<file path="src/sv/ria_pkg.sv">
// shared types, constants and the digit alphabet for the radix integer to ascii block
// no dependencies
`default_nettype none

package ria_pkg;

    localparam logic [7:0] RADIX_MIN = 8'd2;
    localparam logic [7:0] RADIX_MAX = 8'd36;
    localparam logic [7:0] CAP_MIN   = 8'd2;

    localparam int unsigned BASE_W  = 6;
    localparam int unsigned CHAR_W  = 7;

    localparam logic [CHAR_W-1:0] CHAR_ZERO   = 7'h30;
    localparam logic [CHAR_W-1:0] CHAR_ALPHA  = 7'h57;
    localparam logic [BASE_W-1:0] DEC_DIGITS  = 6'd10;
    localparam logic [CHAR_W-1:0] CHAR_NONE   = 7'h00;

    typedef struct packed {
        logic [31:0] value;
        logic [7:0]  radix;
        logic [7:0]  capacity;
    } t_in_beat;

    typedef struct packed {
        logic [CHAR_W-1:0] digit_char;
        logic [7:0]        position;
        logic              last;
        logic              empty_res;
    } t_out_beat;

    function automatic logic [CHAR_W-1:0] digit_to_char(input logic [BASE_W-1:0] d);
        logic [CHAR_W-1:0] dx;
        dx = {1'b0, d};
        if (d < DEC_DIGITS) begin
            return CHAR_ZERO + dx;
        end else begin
            return CHAR_ALPHA + dx;
        end
    endfunction

endpackage

`default_nettype wire

</file>
<file path="src/sv/ria_if.sv">
// valid/ready channel interfaces for request and digit beats
// depends on ria_pkg
`default_nettype none

interface ria_in_if import ria_pkg::*; ();
    logic     valid;
    logic     ready;
    t_in_beat data;

    modport source (output valid, output data, input ready);
    modport sink   (input valid, input data, output ready);
endinterface

interface ria_out_if import ria_pkg::*; ();
    logic      valid;
    logic      ready;
    t_out_beat data;

    modport source (output valid, output data, input ready);
    modport sink   (input valid, input data, output ready);
endinterface

`default_nettype wire

</file>
<file path="src/sv/radix_integer_to_ascii.sv">
// top level: request intake, digit sequencer and registered digit output
// depends on ria_pkg, ria_if, ria_divider
//
//  channel | dir | payload                                   | role
//  i_req   | in  | value, radix, capacity                    | one conversion request
//  o_dig   | out | digit_char, position, last, empty_res     | one digit, lsd first
//
// each digit comes from the divider, which works on VALUE_BITS bits (capped at 32)
// at one quotient bit per cycle; an invalid request gives its single empty beat
// in the cycle after acceptance.
// i_req.ready is high only between conversions and while the output register
// is free or being drained; a stalled o_dig holds its beat and pauses the sequencer.
// synchronous active-low reset clears the sequencer and the output valid.
`default_nettype none

module radix_integer_to_ascii import ria_pkg::*; #(
    parameter int unsigned VALUE_BITS = 32
) (
    input  wire logic  i_clk,
    input  wire logic  i_rst_n,
    ria_in_if.sink     i_req,
    ria_out_if.source  o_dig
);

    localparam int unsigned QW = (VALUE_BITS < 32) ? VALUE_BITS : 32;

    typedef enum logic [1:0] {
        S_IDLE,
        S_DIV,
        S_PUT
    } t_state;

    t_state    r_state,     n_state;
    logic [7:0] r_room,     n_room;
    logic [7:0] r_wpos,     n_wpos;
    logic [BASE_W-1:0] r_base, n_base;
    t_out_beat r_out,       n_out;
    logic      r_out_valid, n_out_valid;

    logic              in_fire;
    logic              out_free;
    logic              bad;
    logic              fin;
    logic              div_start;
    logic [QW-1:0]     div_dividend;
    logic [BASE_W-1:0] div_divisor;
    logic              div_done;
    logic [QW-1:0]     div_quot;
    logic [BASE_W-1:0] div_rem;

    ria_divider #(.QW(QW)) u_div (
        .i_clk       (i_clk),
        .i_rst_n     (i_rst_n),
        .i_start     (div_start),
        .i_dividend  (div_dividend),
        .i_divisor   (div_divisor),
        .o_done      (div_done),
        .o_quotient  (div_quot),
        .o_remainder (div_rem)
    );

    always_comb begin
        out_free      = !r_out_valid || o_dig.ready;
        i_req.ready   = (r_state == S_IDLE) && out_free;
        in_fire       = i_req.valid && i_req.ready;
        bad           = (i_req.data.capacity < CAP_MIN) || (i_req.data.radix < RADIX_MIN)
                        || (i_req.data.radix > RADIX_MAX);
        fin           = (div_quot == '0) || (r_room == 8'd1);

        n_state       = r_state;
        n_room        = r_room;
        n_wpos        = r_wpos;
        n_base        = r_base;
        n_out         = r_out;
        n_out_valid   = o_dig.ready ? 1'b0 : r_out_valid;
        div_start     = 1'b0;
        div_dividend  = div_quot;
        div_divisor   = r_base;

        unique case (r_state)
            S_IDLE: begin
                if (in_fire) begin
                    if (bad) begin
                        n_out.digit_char = CHAR_NONE;
                        n_out.position   = i_req.data.capacity;
                        n_out.last       = 1'b1;
                        n_out.empty_res  = 1'b1;
                        n_out_valid      = 1'b1;
                    end else begin
                        n_room       = i_req.data.capacity - 8'd1;
                        n_wpos       = i_req.data.capacity - 8'd1;
                        n_base       = i_req.data.radix[BASE_W-1:0];
                        div_start    = 1'b1;
                        div_dividend = i_req.data.value[QW-1:0];
                        div_divisor  = i_req.data.radix[BASE_W-1:0];
                        n_state      = S_DIV;
                    end
                end
            end
            S_DIV: begin
                if (div_done) begin
                    n_state = S_PUT;
                end
            end
            S_PUT: begin
                if (out_free) begin
                    n_out.digit_char = digit_to_char(div_rem);
                    n_out.position   = r_wpos;
                    n_out.last       = fin;
                    n_out.empty_res  = 1'b0;
                    n_out_valid      = 1'b1;
                    if (fin) begin
                        n_state = S_IDLE;
                    end else begin
                        n_wpos    = r_wpos - 8'd1;
                        n_room    = r_room - 8'd1;
                        div_start = 1'b1;
                        n_state   = S_DIV;
                    end
                end
            end
            default: begin
                n_state = S_IDLE;
            end
        endcase
    end

    always_ff @(posedge i_clk) begin
        if (!i_rst_n) begin
            r_state     <= S_IDLE;
            r_out_valid <= 1'b0;
            r_room      <= '0;
            r_wpos      <= '0;
            r_base      <= '0;
        end else begin
            r_state     <= n_state;
            r_out_valid <= n_out_valid;
            r_room      <= n_room;
            r_wpos      <= n_wpos;
            r_base      <= n_base;
        end
        r_out <= n_out;
    end

    assign o_dig.valid = r_out_valid;
    assign o_dig.data  = r_out;

endmodule

`default_nettype wire

</file>
<file path="src/sv/ria_divider.sv">
// iterative restoring divider, one quotient bit per cycle, small divisor
// depends on ria_pkg
`default_nettype none

module ria_divider import ria_pkg::*; #(
    parameter int unsigned QW = 32
) (
    input  wire logic              i_clk,
    input  wire logic              i_rst_n,
    input  wire logic              i_start,
    input  wire logic [QW-1:0]     i_dividend,
    input  wire logic [BASE_W-1:0] i_divisor,
    output logic                   o_done,
    output logic [QW-1:0]          o_quotient,
    output logic [BASE_W-1:0]      o_remainder
);

    localparam int unsigned CW = (QW > 1) ? $clog2(QW) : 1;

    logic              r_busy;
    logic              r_done;
    logic [CW-1:0]     r_cnt;
    logic [QW-1:0]     r_q;
    logic [BASE_W-1:0] r_rem;
    logic [BASE_W-1:0] r_div;

    logic [BASE_W:0]   sh;
    logic [BASE_W:0]   diff;
    logic              take;

    always_comb begin
        sh   = {r_rem, r_q[QW-1]};
        diff = sh - {1'b0, r_div};
        take = (sh >= {1'b0, r_div});
    end

    always_ff @(posedge i_clk) begin
        if (!i_rst_n) begin
            r_busy <= 1'b0;
            r_done <= 1'b0;
            r_cnt  <= '0;
        end else if (i_start) begin
            r_busy <= 1'b1;
            r_done <= 1'b0;
            r_cnt  <= CW'(QW - 1);
        end else if (r_busy) begin
            if (r_cnt == '0) begin
                r_busy <= 1'b0;
                r_done <= 1'b1;
            end else begin
                r_cnt <= r_cnt - 1'b1;
            end
        end else begin
            r_done <= 1'b0;
        end
    end

    always_ff @(posedge i_clk) begin
        if (i_start) begin
            r_q   <= i_dividend;
            r_rem <= '0;
            r_div <= i_divisor;
        end else if (r_busy) begin
            r_q   <= {r_q[QW-2:0], take};
            r_rem <= take ? diff[BASE_W-1:0] : sh[BASE_W-1:0];
        end
    end

    assign o_done      = r_done;
    assign o_quotient  = r_q;
    assign o_remainder = r_rem;

endmodule

`default_nettype wire

</file>
<file path="src/flat_wrapper.sv">
// flat-port wrapper written by rule: the top's interface ports become plain ports
module radix_integer_to_ascii_flat import ria_pkg::*;
#(
    parameter int unsigned VALUE_BITS = 32
)
  (i_clk, i_rst_n, i_req_valid, i_req_data, i_req_ready, o_dig_valid, o_dig_data, o_dig_ready);
  ria_in_if i_req_i ();
  ria_out_if o_dig_i ();
  input  wire logic i_clk;
  input  wire logic i_rst_n;
  input wire logic [$bits(i_req_i.valid)-1:0] i_req_valid;
  input wire logic [$bits(i_req_i.data)-1:0] i_req_data;
  output wire logic [$bits(i_req_i.ready)-1:0] i_req_ready;
  output wire logic [$bits(o_dig_i.valid)-1:0] o_dig_valid;
  output wire logic [$bits(o_dig_i.data)-1:0] o_dig_data;
  input wire logic [$bits(o_dig_i.ready)-1:0] o_dig_ready;
  assign i_req_i.valid = i_req_valid;
  assign i_req_i.data = i_req_data;
  assign i_req_ready = i_req_i.ready;
  assign o_dig_valid = o_dig_i.valid;
  assign o_dig_data = o_dig_i.data;
  assign o_dig_i.ready = o_dig_ready;
  radix_integer_to_ascii #(.VALUE_BITS(VALUE_BITS)) u_core (.i_clk(i_clk), .i_rst_n(i_rst_n), .i_req(i_req_i), .o_dig(o_dig_i));
endmodule
</file>
<file path="config.mk">
export PLATFORM = sky130hd
export DESIGN_NAME = radix_integer_to_ascii_flat
export DESIGN_NICKNAME = d
export VERILOG_FILES = /design/src/sv/ria_pkg.sv /design/src/sv/ria_if.sv /design/src/sv/radix_integer_to_ascii.sv /design/src/sv/ria_divider.sv /design/src/flat_wrapper.sv
export SDC_FILE = /design/constraint.sdc
export NUM_CORES = 1
export LEC_CHECK = 0
export BUFFER_PORTS_ARGS = -buffer_cell sky130_fd_sc_hd__buf_2
export CELL_PAD_IN_SITES_DETAIL_PLACEMENT = 1
export CELL_PAD_IN_SITES_GLOBAL_PLACEMENT = 1
export CORE_MARGIN = 2
export CORE_UTILIZATION = 47
export CTS_CLUSTER_DIAMETER = 120
export CTS_CLUSTER_SIZE = 8
export DETAILED_ROUTE_END_ITERATION = 16
export GPL_TIMING_DRIVEN = 0
export HOLD_SLACK_MARGIN = 0.02
export MAX_ROUTING_LAYER = met4
export PLACE_DENSITY = 0.93
export REMOVE_ABC_BUFFERS = 1
export SLEW_MARGIN = 20
export SYNTH_ARGS = -nofsm -noshare
export SYNTH_HDL_FRONTEND = slang
export SYNTH_SLANG_ARGS = --single-unit
</file>
<file path="constraint.sdc">
create_clock -name i_clk -period 4.2 [get_ports i_clk]
set_clock_uncertainty 0.1 [all_clocks]
set_input_delay 0 -clock i_clk [delete_from_list [all_inputs] [get_ports i_clk]]
set_output_delay 0 -clock i_clk [all_outputs]
set_load 0.02 [all_outputs]
</file>
==> Word level (Yosys, flattened, before mapping) <==
Cells that the tools add are included.
{ "classes": {"addsub": 7, "mul": 0, "n_div": 0, "order_cmp": 5, "n_eq_ne": 13, "n_shift": 0, "n_mux": 44, "n_bitwise": 2, "reduce_logical": 18} }
{ "op_table": {"columns": ["cell", "n"], "rows": [
  ["$mux W32", 5],
  ["$mux W17", 3],
  ["$mux W8", 6],
  ["$pmux W17 S2", 1],
  ["$logic_not A32 Y1", 1],
  ["$pmux W8 S2", 2],
  ["$mux W6", 4],
  ["$sub A8 B1 Y8 const B", 3],
  ["$lt A8 B2 Y1 const B", 2],
  ["$mux W5", 3],
  ["$mux W1", 12],
  ["$reduce_and A4 Y1", 3],
  ["$ne A2 B1 Y1 const B", 5],
  ["$ne A2 B2 Y1 const B", 5],
  ["$eq A8 B1 Y1 const B", 1],
  ["$gt A8 B6 Y1 const B", 1],
  ["$mux W2", 4],
  ["$add A6 B6 Y7 const A", 1],
  ["$add A7 B6 Y7 const A", 1],
  ["$ge A7 B6 Y1", 1],
  ["$mux W7", 1],
  ["$lt A6 B4 Y1 const B", 1],
  ["$pmux W2 S3", 1],
  ["$sub A6 B6 Y6", 1],
  ["other kinds (14)", 21]
]} }
{ "word_totals": {"reg_bits": 93, "latchBits": 0, "ram_bits": 0, "rom_bits": 0, "input_bits": 52, "output_inout_bits": 19, "word_cells": 104, "n_memories": 0} }

==> Depth between registers and ports, before layout <==
{ "logic_depth": {"depth_word": 8, "depth_mapped": 10, "ltp_nobuf": 9} }

==> Cells and area by module <==
A second synthesis with hierarchy kept.
{ "hier_totals": {"cells_unflattened": 502, "area_unflattened_um2": 5173.7} }
{ "modules_own_cells": {"columns": ["module", "n_inst", "cells_per_inst", "area_per_inst_um2", "seq_area_each_um2"], "rows": [
  ["radix_integer_to_ascii", 1, 319, 2757.6, 1011.0],
  ["ria_divider", 1, 183, 2416.1, 1401.3]
]} }

==> Worst setup path after synthesis <==
OpenSTA, ideal clock, no wires.
{ "synth_path": {"kind": "register -> register", "start": "register u_core.r_out_valid (netlist: u_core.o_dig.valid)", "end": "register u_core.u_div.r_q[0] (netlist: u_core.u_div.o_quotient[0]), enable pin", "setup_ns": 0.388, "arrival_time_ns": 2.263, "t_required_ns": 3.712, "path_slack_ns": 1.449, "stages_incl_launch_ff": 6, "path_buffers": 0, "period_less_slack_ns": 2.751, "path_cell_list": "dfxtp_1 -> nor2b_1 -> nor3_1 -> nand2_1 -> nor2_2 -> a21o_1"} }
{ "synth_between": {"elab_chain_cells": 8, "elab_cells_between_ends": 12, "classes_between": "3 x eq/ne; 3 x mux; 6 x reduce/logical"} }
{ "synth_lines": {"columns": ["item", "line_no", "rtl"], "rows": [
  ["from (decl)", "radix_integer_to_ascii.sv:38", "logic r_out_valid, n_out_valid;"],
  ["from (signal assigned)", "radix_integer_to_ascii.sv:137", "r_out_valid <= n_out_valid;"],
  ["$logic_not A1 Y1 (*)", "radix_integer_to_ascii.sv:63", "out_free = !r_out_valid || o_dig.ready;"],
  ["$logic_or A1 B1 Y1 (*)", "radix_integer_to_ascii.sv:63", null],
  ["$logic_and A1 B1 Y1 (*)", "radix_integer_to_ascii.sv:64", "i_req.ready = (r_state == S_IDLE) && out_free;"],
  ["net i_req_ready", "flat_wrapper.sv:13", "output wire logic [$bits(i_req_i.ready)-1:0] i_req_ready;"],
  ["$logic_and A1 B1 Y1 (*)", "radix_integer_to_ascii.sv:65", "in_fire = i_req.valid && i_req.ready;"],
  ["$mux W1", "radix_integer_to_ascii.sv:82", "if (in_fire) begin"],
  ["$pmux W1 S2", "radix_integer_to_ascii.sv:80", "unique case (r_state)"],
  ["$ne A2 B1 Y1 (no line) (tied with other cells)", null, null],
  ["$reduce_and A4 Y1 (no line) (*)", null, null],
  ["to (signal assigned)", "ria_divider.sv:60", "r_q <= i_dividend;"],
  ["to (signal assigned)", "ria_divider.sv:64", "r_q <= {r_q[QW-2:0], take};"],
  ["to (decl)", "ria_divider.sv:23", "logic [QW-1:0] r_q;"]
]} }
Mark *: on every way through the listed nets, which the timed path passes. The rest lies on a longest branch.
A chain may end at the register's enable or synchronous reset.

==> Final worst setup path <==
{ "layout_path": {"start": "register u_core.r_state[1]", "end": "register u_core.r_room[5]"} }
{ "layout_between": {"elab_chain_cells": 5, "elab_cells_between_ends": 11, "classes_between": "5 x eq/ne; 1 x mux; 5 x reduce/logical"} }
{ "layout_lines": {"columns": ["item", "line_no", "rtl"], "rows": [
  ["from (decl)", "radix_integer_to_ascii.sv:33", "t_state r_state, n_state;"],
  ["from (signal assigned)", "radix_integer_to_ascii.sv:136", "r_state <= n_state;"],
  ["$logic_not A2 Y1", "radix_integer_to_ascii.sv:64, radix_integer_to_ascii.sv:80", null],
  ["$logic_and A1 B1 Y1", "radix_integer_to_ascii.sv:64", null],
  ["$logic_and A1 B1 Y1", "radix_integer_to_ascii.sv:65", null],
  ["$ne A2 B1 Y1 (no line)", null, null],
  ["$reduce_and A5 Y1 (no line)", null, null],
  ["to (signal assigned)", "radix_integer_to_ascii.sv:138", "r_room <= n_room;"],
  ["to (decl)", "radix_integer_to_ascii.sv:34", "logic [7:0] r_room, n_room;"]
]} }
Parallel ways exist; a longest one is shown, timed or not.

==> impl_metrics.env <==
export IMPL_area_growth_pct=24.02
export IMPL_ant_nets=0
export IMPL_via_per_inst=5.907
export IMPL_ys_ff_latch=93
export IMPL_synth_cell_types=51
export IMPL_fin_crit_ps=3683
export IMPL_max_cap_viol_count=0
export IMPL_ir_drop_mv=0.2392
export IMPL_syn_avg_cell_area_um2=9.168
export IMPL_fp_row_count=36
export IMPL_netlist_area_um2=4813
export IMPL_fin_crit_sh=0.8770
export IMPL_synthArstFlopShare=0
export IMPL_powerDensity_nw_per_um2=393.5
export IMPL_grt_setup_unrepaired="no"
export IMPL_worstPathRequired_ps=4390
export IMPL_yosysWarnings=0
export IMPL_finalHoldViolations=0
export IMPL_nets=702
export IMPL_max_freq_mhz=271.5
export IMPL_clkSinkCount=93
export IMPL_grt_overflow_total=0
export IMPL_yosys_top_cells_area="edfxtp_1 (34%), dfxtp_1 (16%), nand2_1 (11%), ha_1 (4.2%), a21oi_1 (3.5%)"
export IMPL_cts_tree="done"
export IMPL_cts_buffer_depth=2
export IMPL_synth_edf_count=55
export IMPL_drt_pass1_iterations=5
export IMPL_gp_congestion=0.8366
export IMPL_yosysTopAreaCellShare=0.3431
export IMPL_hold_ws_ps=135.4
export IMPL_yosysTopAreaCell="edfxtp_1"
export IMPL_status="complete, no violations"
export IMPL_diodes=0
export IMPL_grt_pass1_wl_um=26680
export IMPL_cts_setup_buffers=0
export IMPL_wl_um=16750
export IMPL_via_count=4554
export IMPL_worst_pin_slew_ps=883.6
export IMPL_place_ws_ps=10.45
export IMPL_leakage_nw=2.433
export IMPL_die_x_um=105.2
export IMPL_wl_per_cell_um=21.72
export IMPL_grt_antenna_before_repair=0
export IMPL_postSynthCellCount=525
export IMPL_cts_buffers=9
export IMPL_synthFlopType="edfxtp_1"
export IMPL_clk_latency_ps=400
export IMPL_crit_path_start_kind="register"
export IMPL_grt_max_degree=64
export IMPL_finalSetupViolCount=0
export IMPL_cp_arrival_ps=3880
export IMPL_core_um2=9864
export IMPL_dp_hpwl_um=8727
export IMPL_gr_usage_all_layers=0.3205
export IMPL_htree_num_levels=3
export IMPL_worstSetupPathType="register to register"
export IMPL_design_die_area_um2=11070
export IMPL_root_buffer="clkbuf_8"
export IMPL_port_buffers=70
export IMPL_path_max_fanout=63
export IMPL_power_mw=2.349
export IMPL_min_path_type="input pin to register"
export IMPL_ys_seq_area_frac=0.5012
export IMPL_initial_core_util=0.4880
export IMPL_first_iter_violations=283
export IMPL_die_h_um=105.2
export IMPL_final_max_slew_viol_count=0
export IMPL_drcViolationCount=0
export IMPL_setup_ws_ps=516.6
export IMPL_relSlewSlack=0.4103
export IMPL_clk_pin_slew_worst_paths_ps=100
export IMPL_fin_util=0.6052
export IMPL_setup_worst_path_end_class="register"
export IMPL_drive_above_1_share=0.1724
export IMPL_grt_pass1_vias=5004
export IMPL_num_io_pins=71
==> routing by layer <==
layer | global-route usage | vias to the layer above | part of all wire | wire (µm)
met5 | - | - | 0 | 0
met1 | 0.3515 | 2257 | 0.37 | 6201
met2 | 0.5719 | 220 | 0.54 | 8963
met4 | 0.1476 | 0 | 0.040 | 674
met3 | 0.04492 | 53 | 0.054 | 909
li1 | - | 2024 | - | -
==> through the flow <==
| stage | TNS [ps] | instance area (µm²) | instances |
|---|---|---|---|
| 2_1_floorplan | 0 | 4674 | 499 |
| 3_3_place_gp | -63510 | 5191 | 702 |
| 3_5_place_dp | 0 | 5264 | 705 |
| 4_1_cts | 0 | 5956 | 770 |
| 5_1_grt | 0 | 5969 | 771 |
| 6_report | 0 | 5969 | 771 |
==> final cells by class <==
| type | count | area (µm²) |
|---|---|---|
| Multi-Input combinational cell | 378 | 2168 |
| Tap cell | 133 | 166.4 |
| Fill cell | 1135 | 3895 |
| Clock buffer | 9 | 123.9 |
| Inverter | 28 | 111.4 |
| Timing Repair inverter | 1 | 5.005 |
| Sequential cell | 93 | 2412 |
| Clock inverter | 7 | 75.07 |
| Timing Repair Buffer | 122 | 907.1 |
==> critical path, cell delays in order (launching register included) <==
cell,delay (ps)
dfxtp_1,490
nor2b_4,470
clkinvlp_4,440
a311oi_1,460
o21a_1,260
a21oi_4,110
buf_16,200
inv_4,500
o21ai_0,230
a31o_2,290
==> placed cells by master (no fill, tap or decap), types with 7 or more instances in the layout <==
cell type	count
and2_1	8
a31oi_1	7
dlygate4sd3_1	49
mux2_2	7
nor2_1	39
clkbuf_8	9
inv_1	26
o21ai_0	22
buf_2	70
xnor2_1	13
nor4_1	12
edfxtp_1	55
ha_1	16
a21oi_1	34
nand2_1	136
dfxtp_1	38
nor3_1	7
==> where the power goes <==
| group | internal [mW] | switching (mW) |
|---|---|---|
| clock | 0.279 | 0.371 |
| sequential | 1.03 | 0.0722 |
| combinational | 0.245 | 0.354 |
| total | 1.55 | 0.797 |
==> final timing paths <==
path | from | endpoint | slack [ps] | cells past startpoint
min | i_req_valid | u_core.r_state[0]$_SDFFE_PN0P_ | 140 | 5
max | u_core.r_state[1]$_SDFFE_PN0P_ | u_core.r_room[5]$_SDFFE_PN0P_ | 520 | 9
max reg2reg | u_core.r_state[1]$_SDFFE_PN0P_ | u_core.r_room[5]$_SDFFE_PN0P_ | 520 | 9
min reg2reg | u_core.r_room[1]$_SDFFE_PN0P_ | u_core.r_room[1]$_SDFFE_PN0P_ | 400 | 2
==> flip-flops by register name (all words and copies together), names as in the netlist <==
signal and cells:
u_core.o_dig.data 17, u_core.u_div.r_cnt 5, u_core.u_div.o_remainder 6, u_core.u_div.r_div 6, u_core.r_base 6, u_core.r_room 8, u_core.r_wpos 8, u_core.o_dig.valid 1
u_core.u_div.r_busy 1, u_core.u_div.o_quotient 32, u_core.u_div.o_done 1, u_core.r_state 2
==> repair_timing <==
action                                 4_1_cts  5_1_grt
setup endpoints to repair                    1        7
gates cloned                                 0        1
hold buffers                                49        0
gates resized for setup                      1        2
endpoints found under the hold margin       61        0
==> logic make-up after synthesis <==
group                    Yosys count  share of synthesized area
AND/OR/NAND/NOR                  233                     0.2113
AO/OA/AOI/OAI                     97                     0.1295
flip-flops                        93                     0.5012
buffers and inverters             54                    0.05069
XOR/XNOR                          18                    0.03275
adder cells (fa/ha/maj)           17                    0.04575
multiplexers                      13                    0.02886
==> Yosys cell counts (all sizes together), types with 12 or more instances <==
cell and count:
inv 28, dfxtp 38, nor2 41, nand2 136, xnor2 13, clkbuf 13, edfxtp 55, ha 16
buf 13, a21oi 35, o21ai 22, nor4 12
(Power assumes the default switching activity.)
